`src/sv/bir_pkg.sv`:
```
// Shared types and constants of the bus interface register block.
`default_nettype none
package bir_pkg;

  typedef enum logic [2:0] {
    CMD_READ        = 3'd0,
    CMD_WRITE       = 3'd1,
    CMD_ERROR       = 3'd2,
    CMD_DBG_STATUS  = 3'd3,
    CMD_NXM_INHIBIT = 3'd4,
    CMD_BUS_RESET   = 3'd5
  } cmd_t;

  typedef enum logic [3:0] {
    ACT_NONE        = 4'd0,
    ACT_REMOTE_RD   = 4'd1,
    ACT_REMOTE_WR   = 4'd2,
    ACT_REMOTE_CMD  = 4'd3,
    ACT_MARK_DBGR   = 4'd4,
    ACT_MARK_DBGEE  = 4'd5,
    ACT_PING        = 4'd6,
    ACT_RESET_REQ   = 4'd7,
    ACT_INHIBIT_REQ = 4'd8
  } act_t;

  localparam logic [1:0] EK_XBUS_NXM   = 2'd0;
  localparam logic [1:0] EK_UNIBUS_NXM = 2'd1;
  localparam logic [1:0] EK_MAP_ERROR  = 2'd2;

  localparam logic [17:0] ADDR_INT_STATUS   = 18'o766040;
  localparam logic [17:0] ADDR_INT_HIGH     = 18'o766042;
  localparam logic [17:0] ADDR_ERR_STATUS   = 18'o766044;
  localparam logic [17:0] ADDR_DATA         = 18'o766100;
  localparam logic [17:0] ADDR_REMOTE_CMD   = 18'o766102;
  localparam logic [17:0] ADDR_DEBUGGEE_ERR = 18'o766104;
  localparam logic [17:0] ADDR_MODIFIER     = 18'o766110;
  localparam logic [17:0] ADDR_LOCAL_CMD    = 18'o766112;
  localparam logic [17:0] ADDR_WORD_ADDR    = 18'o766114;

  localparam logic [15:0] MASK_LOW_WRITE  = 16'o036001;
  localparam logic [15:0] MASK_HIGH_WRITE = 16'o101774;

  localparam logic [5:0] BIT_XBUS_NXM   = 6'o01;
  localparam logic [5:0] BIT_UNIBUS_NXM = 6'o10;
  localparam logic [5:0] BIT_MAP_ERROR  = 6'o40;

  typedef struct packed {
    act_t        act0;
    act_t        act1;
    logic [15:0] val0;
    logic [15:0] val1;
    logic        two;
    logic [17:0] raddr;
    logic [15:0] rd;
    logic [5:0]  err;
    logic [15:0] intv;
  } rec_t;

  typedef struct packed {
    logic valid;
    rec_t rec;
  } push_t;

  typedef struct packed {
    logic valid;
    rec_t rec;
  } head_t;

endpackage
`default_nettype wire

```
`src/sv/bir_front.sv`:
```
// Front end: accept bus operations, update register state, build result records.
`default_nettype none
module bir_front (
  input  logic           clk,
  input  logic           rst_n,
  input  logic           in_tvalid,
  output logic           in_tready,
  input  logic [55:0]    in_tdata,
  input  logic [2:0]     in_tuser,
  input  logic           q_ready,
  output bir_pkg::push_t push
);
  import bir_pkg::*;

  logic [2:0]  cmd;
  logic [17:0] addr;
  logic [15:0] data;
  logic [1:0]  kind;
  logic [15:0] rdata;
  logic        rok;

  logic [5:0]  err_r, err_nxt;
  logic [15:0] dbg_err_r, dbg_err_nxt;
  logic        inh_r, inh_nxt;
  logic        rst_seen_r, rst_seen_nxt;
  logic        hab_r, hab_nxt;
  logic [15:0] wa_r, wa_nxt;
  logic [15:0] int_r, int_nxt;
  rec_t        rec;

  assign cmd   = in_tuser;
  assign addr  = in_tdata[17:0];
  assign data  = in_tdata[33:18];
  assign kind  = in_tdata[35:34];
  assign rdata = in_tdata[51:36];
  assign rok   = in_tdata[52];

  assign in_tready  = q_ready;
  assign push.valid = in_tvalid && q_ready;
  assign push.rec   = rec;

  always_comb begin
    err_nxt      = err_r;
    dbg_err_nxt  = dbg_err_r;
    inh_nxt      = inh_r;
    rst_seen_nxt = rst_seen_r;
    hab_nxt      = hab_r;
    wa_nxt       = wa_r;
    int_nxt      = int_r;
    rec.act0     = ACT_NONE;
    rec.act1     = ACT_NONE;
    rec.val0     = '0;
    rec.val1     = '0;
    rec.two      = 1'b0;
    rec.rd       = '0;
    unique case (cmd)
      CMD_READ: begin
        priority if (addr == ADDR_INT_STATUS) begin
          rec.rd = int_r;
        end else if (addr == ADDR_ERR_STATUS) begin
          rec.rd = {10'd0, err_r};
        end else if (addr == ADDR_DATA) begin
          rec.act0 = ACT_REMOTE_RD;
          rec.rd   = rok ? rdata : 16'd0;
        end else if (addr == ADDR_DEBUGGEE_ERR) begin
          rec.rd = dbg_err_r;
        end else begin
          if (!inh_r) begin
            err_nxt = err_r | BIT_UNIBUS_NXM;
          end
        end
      end
      CMD_WRITE: begin
        priority if (addr == ADDR_INT_STATUS) begin
          int_nxt = (int_r & ~MASK_LOW_WRITE) | (data & MASK_LOW_WRITE);
        end else if (addr == ADDR_INT_HIGH) begin
          int_nxt = (int_r & ~MASK_HIGH_WRITE) | (data & MASK_HIGH_WRITE);
        end else if (addr == ADDR_ERR_STATUS) begin
          err_nxt     = '0;
          dbg_err_nxt = '0;
        end else if (addr == ADDR_DATA) begin
          rec.act0 = ACT_REMOTE_WR;
          rec.val0 = data;
          if (rok && ({hab_r, wa_r, 1'b0} == ADDR_ERR_STATUS)) begin
            dbg_err_nxt = '0;
          end
        end else if (addr == ADDR_REMOTE_CMD) begin
          rec.act0 = ACT_REMOTE_CMD;
          rec.val0 = data;
        end else if (addr == ADDR_MODIFIER) begin
          hab_nxt = data[0];
          if (data[4] || data[3]) begin
            rec.val0 = {8'd0, data[15:8]};
            rec.val1 = {8'd0, data[15:8]};
            if (data[4] && data[3]) begin
              rec.act0 = ACT_MARK_DBGR;
              rec.act1 = ACT_MARK_DBGEE;
              rec.two  = 1'b1;
            end else begin
              rec.act0 = data[4] ? ACT_MARK_DBGR : ACT_MARK_DBGEE;
            end
          end else if (data[5]) begin
            rec.act0 = ACT_PING;
          end else begin
            rst_seen_nxt = data[1];
            if (rst_seen_r && !data[1]) begin
              rec.act0 = ACT_RESET_REQ;
              rec.act1 = ACT_INHIBIT_REQ;
              rec.val1 = {15'd0, data[2]};
              rec.two  = 1'b1;
            end else begin
              rec.act0 = ACT_INHIBIT_REQ;
              rec.val0 = {15'd0, data[2]};
            end
          end
        end else if (addr == ADDR_LOCAL_CMD) begin
          hab_nxt = hab_r;
        end else if (addr == ADDR_WORD_ADDR) begin
          wa_nxt = data;
        end else begin
          if (!inh_r) begin
            err_nxt = err_r | BIT_UNIBUS_NXM;
          end
        end
      end
      CMD_ERROR: begin
        if (kind == EK_XBUS_NXM && !inh_r) begin
          err_nxt = err_r | BIT_XBUS_NXM;
        end else if (kind == EK_UNIBUS_NXM && !inh_r) begin
          err_nxt = err_r | BIT_UNIBUS_NXM;
        end else if (kind == EK_MAP_ERROR) begin
          err_nxt = err_r | BIT_MAP_ERROR;
        end
      end
      CMD_DBG_STATUS: begin
        dbg_err_nxt = data;
      end
      CMD_NXM_INHIBIT: begin
        inh_nxt = data[0];
      end
      CMD_BUS_RESET: begin
        err_nxt      = '0;
        inh_nxt      = 1'b0;
        rst_seen_nxt = 1'b0;
        dbg_err_nxt  = '0;
        hab_nxt      = 1'b0;
        wa_nxt       = '0;
      end
      default: begin
        hab_nxt = hab_r;
      end
    endcase
    rec.raddr = {hab_nxt, wa_nxt, 1'b0};
    rec.err   = err_nxt;
    rec.intv  = int_nxt;
  end

  always_ff @(posedge clk) begin
    if (!rst_n) begin
      err_r      <= '0;
      dbg_err_r  <= '0;
      inh_r      <= 1'b0;
      rst_seen_r <= 1'b0;
      hab_r      <= 1'b0;
      wa_r       <= '0;
      int_r      <= '0;
    end else if (push.valid) begin
      err_r      <= err_nxt;
      dbg_err_r  <= dbg_err_nxt;
      inh_r      <= inh_nxt;
      rst_seen_r <= rst_seen_nxt;
      hab_r      <= hab_nxt;
      wa_r       <= wa_nxt;
      int_r      <= int_nxt;
    end
  end

  a_bus_reset_clears: assert property (@(posedge clk) disable iff (!rst_n)
    push.valid && cmd == CMD_BUS_RESET |=> err_r == '0 && wa_r == '0 && !hab_r)
    else $error("bus reset did not clear state");

  a_dbg_status_load: assert property (@(posedge clk) disable iff (!rst_n)
    push.valid && cmd == CMD_DBG_STATUS |=> dbg_err_r == $past(in_tdata[33:18]))
    else $error("debuggee status not loaded");

endmodule
`default_nettype wire

```
`src/sv/bir_queue.sv`:
```
// Record queue between the front end and the output stage.
`default_nettype none
module bir_queue #(
  parameter int DEPTH = 2
) (
  input  logic           clk,
  input  logic           rst_n,
  input  bir_pkg::push_t push,
  output logic           q_ready,
  input  logic           pop,
  output bir_pkg::head_t head
);
  import bir_pkg::*;

  localparam int PW = (DEPTH > 1) ? $clog2(DEPTH) : 1;
  localparam int CW = $clog2(DEPTH + 1);

  rec_t          mem_r [DEPTH];
  logic [PW-1:0] wr_ptr_r, wr_ptr_nxt;
  logic [PW-1:0] rd_ptr_r, rd_ptr_nxt;
  logic [CW-1:0] cnt_r, cnt_nxt;
  logic          do_push;
  logic          do_pop;

  assign q_ready    = (cnt_r != CW'(DEPTH));
  assign head.valid = (cnt_r != '0);
  assign head.rec   = mem_r[rd_ptr_r];
  assign do_push    = push.valid && q_ready;
  assign do_pop     = pop && head.valid;

  always_comb begin
    wr_ptr_nxt = wr_ptr_r;
    rd_ptr_nxt = rd_ptr_r;
    cnt_nxt    = cnt_r;
    if (do_push) begin
      wr_ptr_nxt = (wr_ptr_r == PW'(DEPTH - 1)) ? '0 : wr_ptr_r + 1'b1;
    end
    if (do_pop) begin
      rd_ptr_nxt = (rd_ptr_r == PW'(DEPTH - 1)) ? '0 : rd_ptr_r + 1'b1;
    end
    if (do_push && !do_pop) begin
      cnt_nxt = cnt_r + 1'b1;
    end else if (do_pop && !do_push) begin
      cnt_nxt = cnt_r - 1'b1;
    end
  end

  always_ff @(posedge clk) begin
    if (!rst_n) begin
      wr_ptr_r <= '0;
      rd_ptr_r <= '0;
      cnt_r    <= '0;
    end else begin
      wr_ptr_r <= wr_ptr_nxt;
      rd_ptr_r <= rd_ptr_nxt;
      cnt_r    <= cnt_nxt;
    end
  end

  always_ff @(posedge clk) begin
    if (do_push) begin
      mem_r[wr_ptr_r] <= push.rec;
    end
  end

  a_cnt_bound: assert property (@(posedge clk) disable iff (!rst_n)
    cnt_r <= CW'(DEPTH))
    else $error("queue count beyond depth");

  a_cnt_push: assert property (@(posedge clk) disable iff (!rst_n)
    do_push && !do_pop |=> cnt_r == $past(cnt_r) + 1'b1)
    else $error("queue count did not advance on push");

endmodule
`default_nettype wire

```
`src/sv/bir_back.sv`:
```
// Output stage: hold one record and send its one or two result beats.
`default_nettype none
module bir_back (
  input  logic           clk,
  input  logic           rst_n,
  input  bir_pkg::head_t head,
  output logic           pop,
  output logic           out_tvalid,
  input  logic           out_tready,
  output logic [71:0]    out_tdata,
  output logic [3:0]     out_tuser,
  output logic           out_tlast
);
  import bir_pkg::*;

  rec_t        ent_r;
  logic        bk_valid_r;
  logic        idx_r;
  logic        beat;
  logic        fin;
  logic [15:0] rval;

  assign beat = bk_valid_r && out_tready;
  assign fin  = beat && (!ent_r.two || idx_r);
  assign pop  = head.valid && (!bk_valid_r || fin);

  assign out_tvalid = bk_valid_r;
  assign out_tuser  = idx_r ? ent_r.act1 : ent_r.act0;
  assign rval       = idx_r ? ent_r.val1 : ent_r.val0;
  assign out_tlast  = !ent_r.two || idx_r;
  assign out_tdata  = {ent_r.intv, ent_r.err, ent_r.rd, rval, ent_r.raddr};

  always_ff @(posedge clk) begin
    if (!rst_n) begin
      bk_valid_r <= 1'b0;
      idx_r      <= 1'b0;
    end else if (pop) begin
      bk_valid_r <= 1'b1;
      idx_r      <= 1'b0;
    end else if (fin) begin
      bk_valid_r <= 1'b0;
      idx_r      <= 1'b0;
    end else if (beat) begin
      idx_r <= 1'b1;
    end
  end

  always_ff @(posedge clk) begin
    if (pop) begin
      ent_r <= head.rec;
    end
  end

  a_second_beat_pair: assert property (@(posedge clk) disable iff (!rst_n)
    bk_valid_r && idx_r |-> ent_r.two)
    else $error("second beat sent for a single-result record");

  a_pair_follows: assert property (@(posedge clk) disable iff (!rst_n)
    out_tvalid && out_tready && !out_tlast |=> out_tvalid && idx_r)
    else $error("second beat of a pair lost");

endmodule
`default_nettype wire

```
`src/sv/bus_interface_registers_unit.sv`:
```
// Top level of the bus interface register block.
// An accepted input beat is written into the record queue and then loaded into the output
// stage register before its first result beat is offered.
// Throughput: one input beat per cycle while the queue has room; items with two results send
// two output beats, so the output port's one beat per cycle, while out_tready is high, sets
// the sustained rate. The record queue (QUEUE_DEPTH entries) lets input and output stall independently.
// Reset is synchronous, active low: clears all register state, the queue and the output stage.
`default_nettype none
module bus_interface_registers_unit #(
  parameter int QUEUE_DEPTH = 2
) (
  input  logic        clk,
  input  logic        rst_n,
  input  logic        in_tvalid,
  output logic        in_tready,
  // address[17:0], data[33:18], error_kind[35:34], remote_data[51:36], remote_ok[52]
  input  logic [55:0] in_tdata,
  // command[2:0]
  input  logic [2:0]  in_tuser,
  output logic        out_tvalid,
  input  logic        out_tready,
  // remote_address[17:0], remote_value[33:18], read_data[49:34],
  // error_status[55:50], interrupt_value[71:56]
  output logic [71:0] out_tdata,
  // action[3:0]
  output logic [3:0]  out_tuser,
  output logic        out_tlast
);
  import bir_pkg::*;

  push_t push;
  head_t head;
  logic  q_ready;
  logic  pop;

  bir_front u_front (
    .clk       (clk),
    .rst_n     (rst_n),
    .in_tvalid (in_tvalid),
    .in_tready (in_tready),
    .in_tdata  (in_tdata),
    .in_tuser  (in_tuser),
    .q_ready   (q_ready),
    .push      (push)
  );

  bir_queue #(
    .DEPTH (QUEUE_DEPTH)
  ) u_queue (
    .clk     (clk),
    .rst_n   (rst_n),
    .push    (push),
    .q_ready (q_ready),
    .pop     (pop),
    .head    (head)
  );

  bir_back u_back (
    .clk        (clk),
    .rst_n      (rst_n),
    .head       (head),
    .pop        (pop),
    .out_tvalid (out_tvalid),
    .out_tready (out_tready),
    .out_tdata  (out_tdata),
    .out_tuser  (out_tuser),
    .out_tlast  (out_tlast)
  );

endmodule
`default_nettype wire

```
`config.mk`:
```
export PLATFORM = sky130hd
export DESIGN_NAME = bus_interface_registers_unit
export DESIGN_NICKNAME = d
export VERILOG_FILES = /design/src/sv/bir_pkg.sv /design/src/sv/bir_front.sv /design/src/sv/bir_queue.sv /design/src/sv/bir_back.sv /design/src/sv/bus_interface_registers_unit.sv
export SDC_FILE = /design/constraint.sdc
export NUM_CORES = 1
export LEC_CHECK = 0
export BUFFER_PORTS_ARGS = -buffer_cell sky130_fd_sc_hd__clkbuf_2
export CORE_MARGIN = 2
export CORE_UTILIZATION = 25
export CTS_CLUSTER_SIZE = 25
export DETAILED_ROUTE_END_ITERATION = 10
export GPL_ROUTABILITY_DRIVEN = 1
export PLACE_DENSITY = 0.51
export SLEW_MARGIN = 20
export SYNTH_ARGS = -nofsm -noshare
export SYNTH_HDL_FRONTEND = slang
export SYNTH_HIERARCHICAL = 1
export SYNTH_SLANG_ARGS = --single-unit
```
`constraint.sdc`:
```
create_clock -name clk -period 10.05 [get_ports clk]
set_input_delay 2.01 -clock clk [delete_from_list [all_inputs] [get_ports clk]]
set_output_delay 2.01 -clock clk [all_outputs]
set_load 0.02 [all_outputs]
```
## Yosys cells after proc, flatten, opt, wreduce, memory -nomap -nowiden

Memories as Yosys holds them, arrays and structs flattened. A register that Yosys moved wholly into a read port is not among the register bits.
Index checks and enable logic that the tools add are counted.

- Register bits: 81
- Memories: 1
- Output and inout bits: 79
- RAM bits: 192
- Word-level logic and storage cells: 179
- Input bits: 63

Memories:

| memory | depth | width | rd ports | clocked after memory_dff | write ports | line | RTL |
|---|---|---|---|---|---|---|---|
| u_queue.mem_r | 2 | 96 | 1 | 1 | 1 | bir_queue.sv:18 | `rec_t mem_r [DEPTH];` |

- Reductions and logical operators: 34
- Muxes and demuxes: 96
- Add/sub/neg operators: 4
- Bitwise gates (word level): 3
- Eq/ne operators: 28

Operators with widths:

| operator | number |
|---|---|
| $mux 16 | 25 |
| $mux 41 | 5 |
| $eq 18x18->1 const B | 9 |
| $mux 4 | 21 |
| $mux 37 | 2 |
| $pmux 16 s3 | 1 |
| $mux 6 | 6 |
| $mux 17 | 2 |
| $pmux 16 s2 | 1 |
| $mux 1 | 24 |
| $pmux 6 s4 | 1 |
| $eq 17x17->1 const B | 1 |
| $ne 2x2->1 const B | 8 |
| $or 15x16->16 | 1 |
| $or 16x14->16 | 1 |
| $logic_and 1x1->1 | 13 |
| $reduce_and 10->1 | 1 |
| $reduce_bool 2->1 | 5 |
| $pmux 4 s2 | 1 |
| $eq 3x2->1 const B | 2 |
| $eq 3x3->1 const B | 2 |
| $logic_not 1->1 | 6 |
| $mux 2 | 3 |
| $ne 3x1->1 const B | 2 |
| 17 further kinds | 22 |

## Logic depth before layout (Yosys ltp)

Gate-level depths: netlist of the first run.

- Depth in word-level cells: 12
- Gate-level depth with buffers: 9
- Depth with buffers taken out: 8

## Modules after synthesis

Netlist of the first run, hierarchy kept.

Modules (own cells, without submodules):

| module | cells an instance | times used | area an instance (um^2) |
|---|---|---|---|
| bir_queue | 326 | 1 | 7359.6 |
| bir_back | 186 | 1 | 3758.6 |
| bir_front | 446 | 1 | 3522.1 |

## Worst setup path after synthesis of the first run

No wires, ideal clock.

- Path kind: input to register
- Start: in out_tready
- End: reg u_queue.cnt_r[1]
- Data required time: 9.980 ns
- Cell stages on the path: 6
- Arrival time: 7.981 ns
- Path buffers: 0
- Setup slack: 1.999 ns
- Setup time: 0.070 ns
- Cells stage by stage: a21boi_2 nor2b_1 o21ai_1 ha_1 or3_1 a21boi_1

- Longest elaborated chain between the ends: 8
- Elaborated cells between the ends (all ways): 10
- Classes of those cells: mux: 1; reduce/logical: 9

Ends and longest elaborated chain:

| item | line | RTL |
|---|---|---|
| start: declaration | bus_interface_registers_unit.sv:21 | `input logic out_tready,` |
| $logic_and 1x1->1 * | bir_back.sv:23 | `assign beat = bk_valid_r && out_tready;` |
| $logic_and 1x1->1 * | bir_back.sv:24 | `assign fin = beat && (!ent_r.two \|\| idx_r);` |
| $logic_or 1x1->1 * | bir_back.sv:25 | `assign pop = head.valid && (!bk_valid_r \|\| fin);` |
| $logic_and 1x1->1 * | bir_back.sv:25 |  |
| named net pop | bus_interface_registers_unit.sv:34 | `logic pop;` |
| $logic_and 1x1->1 * | bir_queue.sv:29 | `assign do_pop = pop && head.valid;` |
| $logic_not 1->1 | bir_queue.sv:41 | `if (do_push && !do_pop) begin` |
| $logic_and 1x1->1 | bir_queue.sv:41 |  |
| $mux 2 or $reduce_bool 2->1 (tied branches) | - |  |
| end signal: assignment | bir_queue.sv:56 | `cnt_r <= cnt_nxt;` |
| end: declaration | bir_queue.sv:21 | `logic [CW-1:0] cnt_r, cnt_nxt;` |

The timed path passes the listed nets; every way through them passes the cells marked *.
A chain may end at the register's enable or synchronous reset.

==> impl_metrics.ini, run 1 <==
[power_and_ir_drop]
finalPower_uw = 4840
power_leakage_uw = 0.00604
p_int_uw = 3440
vdd_drop_max_uv = 112
p_clk_share_pct = 31.8
p_per_area_nw_per_um2 = 283
seqPwrFrac_pct = 46.1
p_sw_share_pct = 28.9
switching_power_uw = 1400
power_frac_comb_pct = 22.1

[worst_setup_path]
cp.required_ns = 10.38
crit_family = simple AND/OR/NAND/NOR gates
cp_slowest_stage_delay_ns = 0.84
critical_path_class = in2reg
cp-start-kind = primary input
endpoint_kind = flip-flop
ff2ff_setup_slack_ns = 6.82
crit_arrival_ns = 4.75
cp_cell_sequence = clkbuf_2, or4b_4, or4_1, nor2_1, nand2_1, a211oi_1
crit_path_top_delay_cell = nor2_1
path_buf_inv = 1
crit_fanout = 11

[yosys]
ys_top_cells_by_area = edfxtp_1 60%, dfxtp_1 8.5%, mux2_2 5.5%
synth_flop_cell = edfxtp_1
synth-edff-count = 291
avgSynthCellArea_um2 = 15.3
yosysTopAreaCellShare_pct = 59.7
synth_cells = 958
synthArstFlopShare_pct = 0
ys_types = 70
yosysSeqAreaShare_pct = 68.2
synth-seq-cells = 353
netlist_area_um2 = 14600
synth_top_area_cell = edfxtp_1
yosysWarnings = 6

[global_routing]
grt_pass1_wl_mm = 52.6
grt_overflow = 0
grt_max_degree = 74
grt_pass1_vias = 8175
antenna_found_initial = 4
grtUsageTotal_pct = 11.7

[drt]
wl_per_cell_um = 19.4
ant_nets = 0
drc = 0
drt_iter0_markers = 587
vias = 8076
firstDrtPassIters = 7
viasPerCell = 4.39
postRouteWirelength_mm = 35.6

[floorplan]
ios = 142
core_um2 = 57800
die_x_um = 246
die_h_um = 246
initial_utilization_pct = 25.3
dieArea_um2 = 60500
rows = 88

[finish]
nets = 1105
multi_input_area_um2 = 3940
final_layout_size_suffix_gt1_share_pct = 32.5
area_growth_pct = 16.7
postLayoutCellArea_um2 = 17100
fillers = 5782
ff_latch_area_um2 = 9980

[sta]
fin_setup_tns_ns = 0
report.final.hold_viol_count = 0
hold_ws_ns = 0.457
slew_violations = 0
fin_skew_ns = 0.0163
clock.fmax_mhz = 226
slew_headroom_pct = 27.0
rsz0062_at_grt = false
fin_crit_sh_pct = 44.0
post-route-min-period_ns = 4.42
final-setup-viol-count = 0
worstMarginPinSlew_ns = 1.09

[hold_path]
hold_class = reg2reg

[clock_tree]
h-tree-depth = 2
cts-root-buf = clkbuf_16
hold_buffers = 0
ctsResizeCount = 0
cts_tree = yes
worstSkewPairLatency_ns = 0.57
numClockSinks = 353
clk_pin_slew_ns = 0.06
post_cts_buffers = 0
clk_path_buf_depth = 3
cts_inserted_buffers = 40

[place]
postPlaceCellArea_um2 = 15700
post-dp-hpwl_mm = 23.3
io_buffers = 138
place.gp.congestion = 0.806

[outcome]
status = complete, no violations

[run]
maxCapViolCount = 0
[metrics by stage]
step	worst slack, ns	utilization [%]	std cells
final	5.63	29.6	1841
after floorplan	2.00	-	969
after CTS	5.66	29.5	1837
after global placement	5.06	27.1	1763
after detailed placement	5.06	27.1	1763
after global routing	5.60	29.5	1838
[flip-flops by register name, indices dropped and copies added (netlist names), named ones only]
signal,cells
u_queue/mem_r,194
u_back/out_tdata,56
u_back/ent_r,41
u_front/dbg_err_r,16
u_front/wa_r,16
u_front/int_r,14
u_front/err_r,6
u_queue/cnt_r,2
u_back/idx_r,1
u_back/out_tvalid,1
u_front/hab_r,1
u_front/inh_r,1
u_front/rst_seen_r,1
u_queue/rd_ptr_r,1
u_queue/wr_ptr_r,1
[worst min-delay path: stages (launching register included)]
cell,delay (ns)
dfxtp_1,0.30
nand2_1,0.05
mux2i_1,0.06
[per-layer routing]
| layer | GRT usage [%] | part of all wire, % | wire length (um) | vias to the layer above |
|---|---|---|---|---|
| met3 | 3.13 | 6.1 | 2190 | 55 |
| met4 | 3.64 | 2.4 | 853 | 2 |
| met1 | 15.0 | 44 | 15600 | 4030 |
| li1 | - | - | - | 3744 |
| met2 | 19.1 | 48 | 17000 | 245 |
| met5 | 0 | 0.036 | 13 | - |
[worst paths after layout]
kind,end,start,depth (start not counted)
worst max-delay path,u_queue/mem_r[0][23],in_tdata[5],6
worst min-delay path,u_front/rst_seen_r,u_front/rst_seen_r,2
worst max register to register,u_queue/mem_r[1][77],u_queue/cnt_r[0],5
worst min register to register,u_front/rst_seen_r,u_front/rst_seen_r,2
[kinds of logic after synthesis]
family	after synthesis	share of synthesized area [%]
fa+ha+maj	1	0.0854
buf+inv	126	5.57
other cells	1	0.0256
mux	137	11.7
xor+xnor	3	0.180
compound gates	130	7.00
flops	353	68.2
simple gates	207	7.32
[layout by cell type, fill, tap and decap left out, types with 3 or more instances in the layout]
master	n
nor3_1	6
or4_1	6
conb_1	12
a32o_1	5
o21a_1	7
clkinv_1	4
bufinv_16	7
mux2_2	72
buf_4	7
or2_2	3
edfxtp_1	291
a21oi_1	18
a222oi_1	9
nor2_1	52
and3_1	3
a22o_1	55
diode_2	3
and2_1	19
mux2i_1	16
o211ai_1	4
nor4_1	4
mux2_4	49
dfxtp_1	61
clkbuf_16	40
inv_1	9
a211oi_1	3
nand2b_1	5
clkbuf_2	138
o21ai_0	7
clkinv_2	3
nand2_1	60
nor2b_1	4
clkbuf_1	12
nand3_1	14
[power groups by stage]
stage          clock, uW  combinational, uW  sequential, uW
6_report            1540               1070            2230
5_1_grt             1650               1150            2270
3_3_place_gp           0               1080            2270
4_1_cts             1590               1090            2250
3_5_place_dp           0               1080            2280
2_1_floorplan          0                932            2200
[cell usage after synthesis, types with 9 or more instances]
master	n
and2_1	19
dfxtp_1	62
a22o_1	55
mux2i_1	16
nand2_1	60
clkbuf_1	23
buf_2	12
nor2_1	53
edfxtp_1	291
mux2_4	49
a21oi_1	18
mux2_2	72
buf_4	71
a222oi_1	9
inv_1	10
nand3_1	14
[final cells by class]
type	instances	area share [%]
antenna	3	0.0439
clock buffer	54	6.28
clock inverter	20	1.81
inverter	10	0.234
multi-input combinational	490	23.1
sequential	353	58.4
tap	765	5.60
timing repair buffer	146	4.51
Power figures use the tool's default switching activity.
==> inputs of run 2 (changes only) <==
Settings changed: PLACE_DENSITY 0.51 to 0.53.
Clock period 10.05 ns to 4 ns, I/O delays scaled along.
==> impl_metrics.ini, run 2 (synthesized netlist as in run 1, its figures left out) <==
[sta]
fin_setup_tns_ns = 0
worstMarginPinSlew_ns = 0.886
clock.fmax_mhz = 361
final.setup.worst_slack_ns = 1.23
report.final.hold_viol_count = 0
post-route-min-period_ns = 2.77
fin_skew_ns = 0.0174
fin_crit_sh_pct = 69.2
final-setup-viol-count = 0
slew_violations = 0
slew_headroom_pct = 40.9
rsz0062_at_grt = false

[global_routing]
grt_pass1_vias = 8362
grtUsageTotal_pct = 11.7
grt_overflow = 0
grt_max_degree = 98
grt_pass1_wl_mm = 52.7
antenna_found_initial = 5

[clock_tree]
clk_pin_slew_ns = 0.06
hold_buffers = 0
h-tree-depth = 2
clk_path_buf_depth = 3
cts_tree = yes
cts_inserted_buffers = 39
cts-root-buf = clkbuf_16
post_cts_buffers = 0
worstSkewPairLatency_ns = 0.54
numClockSinks = 353
ctsResizeCount = 0

[worst_setup_path]
critical_path_class = in2reg
crit_fanout = 17
path_buf_inv = 2
cp_slowest_stage_delay_ns = 0.58
crit_path_top_delay_cell = and3_1
cp-start-kind = primary input
crit_family = simple AND/OR/NAND/NOR gates
cp_cell_sequence = clkbuf_2, or4b_4, nor4_2, and4_1, buf_4, and3_1, a22o_1
cp.required_ns = 4.48
endpoint_kind = flip-flop
crit_arrival_ns = 3.25

[finish]
largest_register = u_queue/mem_r
area_growth_pct = 16.4
nets = 1120
layout_commonest_cell = edfxtp_1
fin_cells = 1853
postLayoutCellArea_um2 = 17000
mostFrequentLayoutCells = 291 x edfxtp_1, 138 x clkbuf_2, 72 x mux2_2
final_layout_size_suffix_gt1_share_pct = 32.8
largest_reg_flops = 194

[power_and_ir_drop]
vdd_drop_max_uv = 331
finalPower_uw = 11800
power_leakage_uw = 0.00606
p_per_area_nw_per_um2 = 691

[place]
postPlaceCellArea_um2 = 15800
preCtsSetupSlack_ns = 0.708
place.gp.congestion = 0.794
post-dp-hpwl_mm = 23.9
io_buffers = 138
placedCellCount = 1780

[floorplan]
dieArea_um2 = 60500
rows = 88
core_um2 = 57800
initial_utilization_pct = 25.3
die_h_um = 246
ios = 142
die_x_um = 246

[drt]
firstDrtPassIters = 6
viasPerCell = 4.40
postRouteWirelength_mm = 35.8
drt_iter0_markers = 458
drc = 0
ant_nets = 0
wl_per_cell_um = 19.3
vias = 8145

[outcome]
status = complete, no violations

[hold_path]
hold_class = reg2reg

[run]
maxCapViolCount = 0
## run 2: changes by cell type in the layout (fill, tap and decap cells not counted), moves of 2 or more
cell       previous run  this run
buf_4                 7        20
bufinv_16             7         1
buf_12                0         4
clkbuf_1             12        15
clkbuf_8              2         4
clkinv_1              4         2
diode_2               3         1
inv_4                 1         3
nor3_1                6         8
## run 2: layer usage
metal	track usage (%)	part of all wire [%]	vias to the layer above
met4	2.75	1.7	8
met2	19.4	48	259
met1	14.8	42	4046
met3	3.52	7.5	60
met5	0	0.14	-
li1	-	-	3772
## run 2: layout make-up
type | instances | area [um^2]
inverters | 10 | 40.0
repair buffers | 162 | 921
multi-input cells | 490 | 3910
fillers | 5773 | 40800
diodes | 1 | 2.50
well taps | 765 | 957
flip-flops and latches | 353 | 9980
clock inverters | 13 | 118
clock buffers | 59 | 1110
## run 2: tightest hold or removal path, cell delays in order, from the launching register on
cell     delay (ns)
dfxtp_1        0.31
inv_1          0.06
nor2_1         0.04
## run 2: worst paths after layout
check | startpoint | endpoint | slack (ns) | cells after the start
worst max register to register | u_queue/cnt_r[0] | u_queue/mem_r[0][14] | 1.40 | 6
worst max-delay path | in_tdata[4] | u_front/wa_r[6] | 1.23 | 7
worst min-delay path | u_front/err_r[1] | u_front/err_r[1] | 0.46 | 2
worst min register to register | u_front/err_r[1] | u_front/err_r[1] | 0.46 | 2
## run 2: power breakdown
part / internal [uW] / switching [uW] / total [uW]
registers: 5190 / 375 / 5560
logic: 1120 / 1650 / 2770
clock network: 2000 / 1450 / 3460
total: 8300 / 3480 / 11800
## run 2: metrics by stage
stage                     utilization (%)  hold slack [ns]
after global placement               27.4            0.447
after floorplan                         -            0.428
after global routing                 29.5            0.483
after detailed placement             27.4            0.454
final                                29.5            0.458
after CTS                            29.5            0.463
